$ cat src/tpt_pkg.sv
`default_nettype none

package tpt_pkg;

    localparam int VA_WIDTH      = 16;
    localparam int OFFSET_BITS   = 8;
    localparam int PAGE_BITS     = 8;
    localparam int VIRTUAL_PAGES = 256;
    localparam int FRAME_BITS    = 7;
    localparam int FRAME_COUNT   = 128;
    localparam int PA_WIDTH      = 15;
    localparam int TLB_ENTRIES   = 16;
    localparam int TLB_IDX_BITS  = 4;
    localparam int CNT_WIDTH     = 32;

    typedef logic [PAGE_BITS-1:0]    page_t;
    typedef logic [FRAME_BITS-1:0]   frame_t;
    typedef logic [OFFSET_BITS-1:0]  offset_t;
    typedef logic [TLB_IDX_BITS-1:0] tlb_idx_t;
    typedef logic [CNT_WIDTH-1:0]    count_t;

    typedef struct packed {
        logic     hit;
        tlb_idx_t idx;
    } tlb_match_t;

endpackage

`default_nettype wire

$ cat src/tpt_ram.sv
`default_nettype none

module tpt_ram #(
    parameter int WIDTH     = 8,
    parameter int DEPTH     = 256,
    parameter int ADDR_BITS = $clog2(DEPTH)
) (
    input  wire logic                 clk,
    input  wire logic                 we,
    input  wire logic [ADDR_BITS-1:0] waddr,
    input  wire logic [WIDTH-1:0]     wdata,
    input  wire logic                 re,
    input  wire logic [ADDR_BITS-1:0] raddr,
    output logic      [WIDTH-1:0]     rdata
);

    logic [WIDTH-1:0] mem [DEPTH];

    always_ff @(posedge clk)
    begin
        if (we)
        begin
            mem[waddr] <= wdata;
        end
        if (re)
        begin
            rdata <= mem[raddr];
        end
    end

endmodule

`default_nettype wire

$ cat src/tlb_paging_translator_unit.sv
`default_nettype none

// Demand-paging address translator. Each virtual address beat is split into a page and an
// offset; the page is matched against a 16-entry fully associative TLB, then the page map,
// and on a miss in both a frame is handed out in FIFO order, unmapping its previous owner.
// An address is accepted only when the translator is idle. The acceptance cycle reads the
// page-map and frame-owner RAMs; the lookup state then resolves the translation, registers
// the result and, on a page fault, writes both RAMs back. Because the RAM read is registered,
// no new address is taken until the current one is resolved; a full result register holds
// the translator in its lookup state. Validity of the page map and TLB lives in flip-flops
// cleared by reset, so no clearing pass is needed after reset.

module tlb_paging_translator_unit
    import tpt_pkg::*;
(
    input  wire logic                clk,
    input  wire logic                rst_n,
    input  wire logic                addr_valid,
    output logic                     addr_ready,
    input  wire logic [VA_WIDTH-1:0] virtual_address,
    output logic                     xlat_valid,
    input  wire logic                xlat_ready,
    output logic [PA_WIDTH-1:0]      physical_address,
    output logic                     tlb_hit,
    output logic                     page_fault,
    output logic                     evicted_valid,
    output logic [PAGE_BITS-1:0]     evicted_page,
    output logic [CNT_WIDTH-1:0]     hit_total,
    output logic [CNT_WIDTH-1:0]     fault_total
);

    localparam logic ST_IDLE   = 1'b0;
    localparam logic ST_LOOKUP = 1'b1;

    localparam frame_t FRAME_LAST = FRAME_BITS'(FRAME_COUNT - 1);

    logic    state_reg;
    page_t   page_reg;
    offset_t offset_reg;
    frame_t  frame_ptr_reg;
    frame_t  frame_ptr_next;
    logic    wrapped_reg;
    count_t  hit_cnt_reg;
    count_t  hit_cnt_next;
    count_t  fault_cnt_reg;
    count_t  fault_cnt_next;
    tlb_idx_t tlb_ptr_reg;

    logic [VIRTUAL_PAGES-1:0] pm_valid_reg;
    logic [VIRTUAL_PAGES-1:0] pm_valid_next;
    logic [TLB_ENTRIES-1:0]   tlb_valid_reg;
    page_t                    tlb_tag_reg   [TLB_ENTRIES];
    frame_t                   tlb_frame_reg [TLB_ENTRIES];

    logic   xlat_valid_reg;
    logic [PA_WIDTH-1:0] pa_reg;
    logic   hit_out_reg;
    logic   fault_out_reg;
    logic   ev_valid_reg;
    page_t  ev_page_reg;
    count_t hit_total_reg;
    count_t fault_total_reg;

    logic       accept;
    logic       advance;
    frame_t     pm_rdata;
    page_t      fo_rdata;
    tlb_match_t page_match;
    tlb_match_t owner_match;
    logic       pm_hit;
    logic       fault;
    logic       evict;
    logic       tlb_push;
    logic       tlb_rename;
    frame_t     frame;
    frame_t     push_frame;

    function automatic tlb_match_t tlb_find(
        input logic [TLB_ENTRIES-1:0] valid,
        input page_t                  tags [TLB_ENTRIES],
        input page_t                  key
    );
        tlb_match_t m;
        m.hit = 1'b0;
        m.idx = '0;
        // scan downwards so the lowest matching entry wins
        for (int i = TLB_ENTRIES - 1; i >= 0; i--)
        begin
            if (valid[i] && tags[i] == key)
            begin
                m.hit = 1'b1;
                m.idx = TLB_IDX_BITS'(i);
            end
        end
        return m;
    endfunction

    assign addr_ready = (state_reg == ST_IDLE);
    assign accept     = addr_valid && addr_ready;
    assign advance    = (state_reg == ST_LOOKUP) && (!xlat_valid_reg || xlat_ready);

    tpt_ram #(
        .WIDTH (FRAME_BITS),
        .DEPTH (VIRTUAL_PAGES)
    ) u_page_map (
        .clk   (clk),
        .we    (advance && fault),
        .waddr (page_reg),
        .wdata (frame_ptr_reg),
        .re    (accept),
        .raddr (virtual_address[OFFSET_BITS +: PAGE_BITS]),
        .rdata (pm_rdata)
    );

    tpt_ram #(
        .WIDTH (PAGE_BITS),
        .DEPTH (FRAME_COUNT)
    ) u_frame_owner (
        .clk   (clk),
        .we    (advance && fault),
        .waddr (frame_ptr_reg),
        .wdata (page_reg),
        .re    (accept),
        .raddr (frame_ptr_reg),
        .rdata (fo_rdata)
    );

    always_comb
    begin
        page_match  = tlb_find(tlb_valid_reg, tlb_tag_reg, page_reg);
        owner_match = tlb_find(tlb_valid_reg, tlb_tag_reg, fo_rdata);
        pm_hit      = !page_match.hit && pm_valid_reg[page_reg];
        fault       = !page_match.hit && !pm_valid_reg[page_reg];
        // frame owner is valid once the FIFO has handed out every frame
        evict       = fault && wrapped_reg;
        tlb_push    = advance && (pm_hit || (evict && !owner_match.hit));
        tlb_rename  = advance && evict && owner_match.hit;
        priority if (page_match.hit)
        begin
            frame = tlb_frame_reg[page_match.idx];
        end
        else if (pm_hit)
        begin
            frame = pm_rdata;
        end
        else
        begin
            frame = frame_ptr_reg;
        end
        push_frame     = frame;
        frame_ptr_next = fault ? frame_ptr_reg + frame_t'(1) : frame_ptr_reg;
        hit_cnt_next   = (page_match.hit && hit_cnt_reg != '1)
                         ? hit_cnt_reg + count_t'(1) : hit_cnt_reg;
        fault_cnt_next = (fault && fault_cnt_reg != '1)
                         ? fault_cnt_reg + count_t'(1) : fault_cnt_reg;
        // unmap the old owner first; the new page is set after it
        pm_valid_next = pm_valid_reg;
        if (evict)
        begin
            pm_valid_next[fo_rdata] = 1'b0;
        end
        if (fault)
        begin
            pm_valid_next[page_reg] = 1'b1;
        end
    end

    always_ff @(posedge clk or negedge rst_n)
    begin
        if (!rst_n)
        begin
            state_reg      <= ST_IDLE;
            frame_ptr_reg  <= '0;
            wrapped_reg    <= 1'b0;
            hit_cnt_reg    <= '0;
            fault_cnt_reg  <= '0;
            tlb_ptr_reg    <= '0;
            pm_valid_reg   <= '0;
            tlb_valid_reg  <= '0;
            xlat_valid_reg <= 1'b0;
        end
        else
        begin
            if (accept)
            begin
                state_reg <= ST_LOOKUP;
            end
            if (advance)
            begin
                state_reg      <= ST_IDLE;
                frame_ptr_reg  <= frame_ptr_next;
                hit_cnt_reg    <= hit_cnt_next;
                fault_cnt_reg  <= fault_cnt_next;
                xlat_valid_reg <= 1'b1;
                pm_valid_reg   <= pm_valid_next;
                if (fault && frame_ptr_reg == FRAME_LAST)
                begin
                    wrapped_reg <= 1'b1;
                end
            end
            else if (xlat_valid_reg && xlat_ready)
            begin
                xlat_valid_reg <= 1'b0;
            end
            if (tlb_push)
            begin
                tlb_valid_reg[tlb_ptr_reg] <= 1'b1;
                tlb_ptr_reg                <= tlb_ptr_reg + tlb_idx_t'(1);
            end
        end
    end

    always_ff @(posedge clk)
    begin
        if (accept)
        begin
            page_reg   <= virtual_address[OFFSET_BITS +: PAGE_BITS];
            offset_reg <= virtual_address[OFFSET_BITS-1:0];
        end
        if (tlb_push)
        begin
            tlb_tag_reg[tlb_ptr_reg]   <= page_reg;
            tlb_frame_reg[tlb_ptr_reg] <= push_frame;
        end
        if (tlb_rename)
        begin
            tlb_tag_reg[owner_match.idx] <= page_reg;
        end
        if (advance)
        begin
            pa_reg          <= PA_WIDTH'({frame, offset_reg});
            hit_out_reg     <= page_match.hit;
            fault_out_reg   <= fault;
            ev_valid_reg    <= evict;
            ev_page_reg     <= evict ? fo_rdata : '0;
            hit_total_reg   <= hit_cnt_next;
            fault_total_reg <= fault_cnt_next;
        end
    end

    assign xlat_valid       = xlat_valid_reg;
    assign physical_address = pa_reg;
    assign tlb_hit          = hit_out_reg;
    assign page_fault       = fault_out_reg;
    assign evicted_valid    = ev_valid_reg;
    assign evicted_page     = ev_page_reg;
    assign hit_total        = hit_total_reg;
    assign fault_total      = fault_total_reg;

    a_result_from_lookup: assert property (@(posedge clk) disable iff (!rst_n)
        $rose(xlat_valid_reg) |-> $past(state_reg == ST_LOOKUP))
        else $error("result beat raised without a lookup");

    a_hit_fault_exclusive: assert property (@(posedge clk) disable iff (!rst_n)
        xlat_valid_reg |-> !(hit_out_reg && fault_out_reg))
        else $error("hit and fault flagged together");

    a_evict_needs_fault: assert property (@(posedge clk) disable iff (!rst_n)
        xlat_valid_reg && ev_valid_reg |-> fault_out_reg)
        else $error("eviction without a page fault");

    a_frame_ptr_on_fault: assert property (@(posedge clk) disable iff (!rst_n)
        !$stable(frame_ptr_reg) |-> $past(advance && fault))
        else $error("frame pointer moved without a fault");

    a_single_tlb_update: assert property (@(posedge clk) disable iff (!rst_n)
        !(tlb_push && tlb_rename))
        else $error("TLB push and rename in the same cycle");

endmodule

`default_nettype wire

$ cat config.mk
export PLATFORM = sky130hd
export DESIGN_NAME = tlb_paging_translator_unit
export DESIGN_NICKNAME = d
export VERILOG_FILES = /design/src/tpt_pkg.sv /design/src/tpt_ram.sv /design/src/tlb_paging_translator_unit.sv
export SDC_FILE = /design/constraint.sdc
export NUM_CORES = 2
export LEC_CHECK = 0
export BUFFER_PORTS_ARGS = -buffer_cell sky130_fd_sc_hd__clkbuf_2
export CORE_ASPECT_RATIO = 0.75
export CORE_MARGIN = 2
export CORE_UTILIZATION = 52
export CTS_CLUSTER_SIZE = 25
export DETAILED_ROUTE_END_ITERATION = 8
export PLACE_DENSITY = 0.71
export SYNTH_ARGS = -nofsm -noshare
export SYNTH_HDL_FRONTEND = slang
export SYNTH_SLANG_ARGS = --single-unit
$ cat constraint.sdc
create_clock -name clk -period 12.8 [get_ports clk]
set_input_delay 0.64 -clock clk [delete_from_list [all_inputs] [get_ports clk]]
set_output_delay 0.64 -clock clk [all_outputs]
set_load 0.02 [all_outputs]
# Word-level counts from Yosys, hierarchy flattened
# Memories as Yosys holds them, arrays and structs flattened. A register that Yosys moved wholly into a read port is not among the register bits.
# Cells that the tools add are included.
totals:
  ff_bits: 584
  input_bits: 20
  n_memories: 3
  ram_bits: 2928
  wordCells: 216
  out_inout_bits: 92
classes:
  eq_ne: 35
  addsub: 4
  bitwise_logic: 7
  reduce_logical: 61
  mux: 62
  order_cmp: 10
memory_table:
  columns: ["memory", "depth", "word_bits", "read_ports", "rd_ports_with_merged_regs", "wr", "line", "rtl"]
  rows:
  - ["u_page_map.mem", 256, 7, 1, 1, 1, "tpt_ram.sv:17", "logic [WIDTH-1:0] mem [DEPTH];"]
  - ["u_frame_owner.mem", 128, 8, 1, 1, 1, "tpt_ram.sv:17", null]
  - ["tlb_frame_reg", 16, 7, 1, 0, 1, "tlb_paging_translator_unit.sv:53", "frame_t tlb_frame_reg [TLB_ENTRIES];"]
ops:
  columns: ["operator", "n"]
  rows:
  - ["$mux W256", 2]
  - ["$and A256 B256 Y256", 1]
  - ["$bwmux W128", 2]
  - ["$eq A8 B8 Y1", 32]
  - ["$mux W128", 2]
  - ["$not A256 Y256", 1]
  - ["$or A256 B256 Y256", 1]
  - ["$mux W5", 32]
  - ["$add A32 B1 Y32 const B", 2]
  - ["$demux W8 S4", 2]
  - ["$mux W32", 2]
  - ["$ne A32 B32 Y1 const B", 2]
  - ["$logic_and A1 B1 Y1", 51]
  - ["$lt A8 B9 Y1 const B", 2]
  - ["$demux W1 S8", 2]
  - ["$ge A8 B1 Y1 const B", 2]
  - ["$mux W8", 2]
  - ["$or A16 B16 Y16", 1]
  - ["$mux W7", 2]
  - ["$mux W1", 12]
  - ["$ge A5 B5 Y1 const B", 2]
  - ["$lt A5 B1 Y1 const B", 2]
  - ["$not A4 Y5", 2]
  - ["$bmux W1 S8", 1]
  - ["11 further kinds", 17]

# Depth between registers and ports, before layout
depth:
  ltp_word: 27
  mapped_depth: 18
  mapped_depth_nobuf: 11

# Cells and area by module
# A second synthesis with hierarchy kept.
hier_totals:
  cells_unflattened: 7869
  area_unflattened_um2: 142751.9
by_module_without_submodules:
  columns: ["mod", "n_inst", "cells_each", "area_each_um2", "seq_area_each_um2"]
  rows:
  - ["tpt_ram (u_page_map)", 1, 3381, 70267.4, 54021.8]
  - ["tpt_ram (u_frame_owner)", 1, 1635, 39745.6, 30989.7]
  - ["tlb_paging_translator_unit", 1, 2853, 32738.9, 17867.1]

# Worst setup path before layout
# Ideal clock, no wire load.
synth_timing:
  path_type: "register to register"
  start: "register page_reg[0]"
  end: "register pa_reg[13], in the netlist physical_address[13] (data pin)"
  path_buffers: 6
  t_required_ns: 12.369
  period_less_slack_ns: 6.302
  arrival_ns: 5.871
  setup_slack_ns: 6.498
  path_stages_with_launch: 17
  cell_sequence: "edfxtp_1 > buf_2 > buf_6 > buf_6 > buf_4 > buf_4 > xnor2_1 > nand2_1 > or3_1 > a211oi_1 > nor2_1 > o21a_1 > nor2_1 > buf_2 > nand2_1 > a32o_1 > o311ai_0"
synth_via:
  elab_chain_cells: 22
synth_lines:
  columns: ["element", "line", "rtl"]
  rows:
  - ["start, declared", "tlb_paging_translator_unit.sv:38", "page_t page_reg;"]
  - ["start signal, assigned", "tlb_paging_translator_unit.sv:217", "page_reg <= virtual_address[OFFSET_BITS +: PAGE_BITS];"]
  - ["parallel branches: the longest is 21 deep, another holds $eq A8 B8 Y1", null, null]
  - ["$mux W7 (*)", "tlb_paging_translator_unit.sv:138", "priority if (page_match.hit)"]
  - ["named net frame[5]", "tlb_paging_translator_unit.sv:75", "frame_t frame;"]
  - ["end signal, assigned", "tlb_paging_translator_unit.sv:231", "pa_reg <= PA_WIDTH'({frame, offset_reg});"]
  - ["end, declared", "tlb_paging_translator_unit.sv:56", "logic [PA_WIDTH-1:0] pa_reg;"]
# Mark *: on every way through the listed nets, which the timed path passes. The select of a mux whose other input is x is not followed.
# A chain may end at the register's enable or synchronous reset.

# Worst setup path in the final report
layout_timing:
  start: "register page_reg[0]"
  end: "memory u_page_map.mem[124][4] in the netlist's numbering, enable pin"
layout_via:
  elab_chain_cells: 23
layout_lines:
  columns: ["element", "line", "rtl"]
  rows:
  - ["$eq A8 B8 Y1", "tlb_paging_translator_unit.sv:89", "if (valid[i] && tags[i] == key)"]
  - ["$logic_and A1 B1 Y1", "tlb_paging_translator_unit.sv:89", null]
  - ["$mux W5 (16 in a row)", "tlb_paging_translator_unit.sv:89", null]
  - ["$logic_not A1 Y1", "tlb_paging_translator_unit.sv:133", "fault = !page_match.hit && !pm_valid_reg[page_reg];"]
  - ["$logic_and A1 B1 Y1", "tlb_paging_translator_unit.sv:133", null]
  - ["$logic_and A1 B1 Y1", "tlb_paging_translator_unit.sv:107", ".we (advance && fault),"]
  - ["$mux W1", "tpt_ram.sv:21", "if (we)"]
  - ["$mux W1 (not written as such)", "tpt_ram.sv:23", "mem[waddr] <= wdata;"]
  - ["end, declared", "tpt_ram.sv:17", null]
# Several ways; a longest one is shown, not always the timed one. The select of a mux whose other input is x is not followed.

==> metrics <==
status=finished, final reports clean; std cell rows=164; Final #Nets=slightly below 8k; Worst Clk Skew=~0.088 ns; crit-path max FO=42; CP Cell Sequence=buf_4 > buf_4 > mux4_2 > mux4_2 > a221oi_1 > o221a_2 > nand3_2 > or3_1 > nor2_1; Final min period=6.98 ns; switch share=28.7%; Post-DP HPWL=~210000 um; critical path class=reg2reg; detailed-route wire length=359000 um; initial antenna violation count=16; Finished Layout Cells=11.7k; upper clock frequency limit=143 MHz; Post-Synth Adder-Cell Area=0.0627%; Design Area, Final=0.155 mm^2; CP Launch Type=flop; die area=0.273 mm^2; GRT Resource Usage Total=26.1%; #FFs+latches synth=3527; TritonCTS Buffers=330; clock slew at reported path FFs=~0.07 ns; Comb power frac=17.6%; die span in y=around 450 um; Arr. time, crit path=7.48 ns; Post-Syn Area per Cell=between 15 and 20 um^2; Critical R2R Capture=u_page_map.mem[124][4]$_DFFE_PP_; wire length of the first global-routing pass=526000 um; initial DRC count=12.3k; Hold Fails Final Rpt=0; Compound-Gate Fraction of Synth Area=6.05%; I/O Buffers=roughly 110; fin util=approximately 58%; layout cells sized above 1=19.9%; Synth Flop Type=edfxtp_1; Pleak=0.0507 uW; worst setup path start=page_reg[0]$_DFFE_PP_; worst slew pin tran=1.44 ns; # clock sinks=3527; flop2flop setup slack=5.82 ns; RSZ-0062 raised after global routing=no; worst vdd ir=0.186 mV; Synth warnings=0; GR Overflow Total=0; R2R cell count=9; placed cell count=11.1k; I/O Pins=~110; DRT antenna net count=0; Critical-path top delay cell=or3_1; max_slew headroom=4.07%; Max Transition Viols Final=0; Clk pwr share=33.7%; simple-gate share of the synthesized area=4.10%; largest family of logic cells by synthesized area=multiplexers; CP required=13.30 ns; CTS Buffer Depth=4; max FFs per register=1792; Mapped Nets=about 8k; vias per cell=6.64; Clk Latency, worst-skew pair=just over 0.9 ns; switching pwr=8360 uW; Max-cap violations=0; setup TNS=0 ns; crit share post-route=between 50 and 60%; core area=0.267 mm^2; Post-Syn Instances=just under 8k; PwrDens=188 mW/mm^2; Worst R2R Start=page_reg[0]$_DFFE_PP_; Area Growth Syn to Fin=10.8%; htree depth=5; xor/xnor cell area share of the yosys netlist=2.44%; vias in the first global route=75.4k; CTS tree=built; HP Class=in2reg; number of setup violations in the final report=0; drt first pass iters=7; max incr delay on CP=1.05 ns; total number of vias=77.8k; Initial Utilization=between 50% and 60%; Root Driver=clkbuf_16; Post-synth EDFFs=3049; Cell Area, Synth=0.140 mm^2; largest net degree at the start of global routing=around 190; Critical Path End Type=flop; internal power=20800 uW; mux cell area share after synthesis=around an eighth; Netlist cell types=slightly below 80; hold_ws=between 0.1 and 0.15 ns; DP Area=0.144 mm^2; post_cts resized=0; Sequential Power Share=around half; Die Width=602 um; Seq/Total Area, Yosys=73.7%; Async SR Flop Fraction=9.92%; DR WL/cell=30.7 um; GPL Wtd Cong=between 0.8 and 0.9; DRC=0; CP endpoint=u_page_map.mem[124][4]$_DFFE_PP_
-- cell usage after synthesis (all sizes together), types with 9 or more instances --
master | n | area share, %
edfxtp | 3049 | 66
mux4 | 677 | 11
o21ai | 572 | 2.1
nor2 | 465 | 1.2
clkbuf | 385 | 1.0
dfrtp | 350 | 6.3
a22oi | 331 | 1.8
xnor2 | 308 | 1.9
nand2 | 242 | 0.65
buf | 164 | 0.52
nand3 | 148 | 0.53
mux2 | 137 | 1.1
nand4 | 134 | 0.60
dfxtp | 128 | 1.8
a22o | 99 | 0.62
a221oi | 98 | 0.61
xor2 | 81 | 0.51
a31oi | 67 | 0.31
nor3 | 67 | 0.24
o211ai | 36 | 0.19
and3 | 29 | 0.13
nor4 | 25 | 0.12
a21oi | 24 | 0.099
and2 | 21 | 0.094
nor2b | 21 | 0.094
or2 | 19 | 0.085
inv | 18 | 0.048
or3 | 17 | 0.076
nand2b | 15 | 0.067
mux2i | 9 | 0.064
-- layout make-up --
cell class / instances / area, um^2
fill: 19114 / 112000
sequential: 3527 / 103000
multi-input combinational: 3728 / 34700
clock buffer: 409 / 8890
tap: 3569 / 4470
timing repair buffer: 262 / 1920
clock inverter: 188 / 1820
inverter: 20 / 77.6
antenna: 1 / 2.50
-- worst min path at each step --
stage | slack, ns | start | depth (start not counted) | end
6_report | 0.13 | virtual_address[15] | 1 | page_reg[7]$_DFFE_PP_
3_3_place_gp | 0.40 | offset_reg[2]$_DFFE_PP_ | 0 | physical_address[2]$_DFFE_PP_
4_1_cts | 0.07 | virtual_address[15] | 1 | page_reg[7]$_DFFE_PP_
3_5_place_dp | 0.40 | offset_reg[3]$_DFFE_PP_ | 0 | physical_address[3]$_DFFE_PP_
5_1_grt | 0.11 | virtual_address[15] | 1 | page_reg[7]$_DFFE_PP_
2_1_floorplan | 0.34 | rst_n | 0 | fault_cnt_reg[0]$_DFFE_PN0P_
-- stage by stage --
step                      setup WS, ns  power, uW
after floorplan                   6.50      17400
after global placement            6.03      19400
after detailed placement          5.83      19500
after CTS                         5.84      29200
after global routing              5.54      30000
final                             5.82      29200
-- cell usage in the layout, fill, tap and decap left out, drive strengths merged, types with 81 or more instances in the layout --
| master | n |
|---|---|
| nand4 | 134 |
| edfxtp | 3049 |
| nor2 | 465 |
| o21ai | 572 |
| nand2 | 242 |
| xor2 | 81 |
| clkbuf | 515 |
| a22o | 99 |
| mux4 | 677 |
| mux2 | 137 |
| xnor2 | 308 |
| dfrtp | 350 |
| clkinv | 132 |
| nand3 | 148 |
| a221oi | 98 |
| a22oi | 331 |
| dfxtp | 128 |
| buf | 145 |
-- what timing repair did --
item	4_1_cts	5_1_grt
buffers inserted	0	0
hold buffers	11	0
hold endpoints to repair	92	0
setup endpoints to repair	0	0
-- cell families (layout without fill, tap and decap cells) --
group | after synthesis | after routing
xor+xnor | 389 | 389
other cells | 0 | 1
simple gates | 1228 | 1228
flops | 3527 | 3527
mux | 823 | 823
buf+inv | 569 | 879
compound gates | 1281 | 1281
fa+ha+maj | 7 | 7
-- worst max-delay path: cells and delay by family (launching register included) --
kind | cells | cell delay (ns)
AO/OA/AOI/OAI | 2 | 1.01
buffers and inverters | 2 | 1.37
AND/OR/NAND/NOR | 3 | 2.19
multiplexers | 2 | 1.11
flip-flops | 1 | 0.81
-- power groups by stage --
stage	clock, uW	sequential, uW	combinational (uW)
global placement	0	14400	4950
floorplan	0	14900	2530
detailed placement	0	14400	5030
finish	9820	14200	5120
global route	10400	14300	5410
CTS	9920	14200	5050
-- metal layers --
layer | global-route usage (%) | up-vias | wire (um)
met5 | 0 | - | 41
met4 | 6.60 | 6 | 8990
met3 | 6.54 | 592 | 46600
met2 | 37.0 | 5628 | 156000
met1 | 40.5 | 40039 | 147000
li1 | - | 31507 | -
Power figures use the tool's default switching activity.
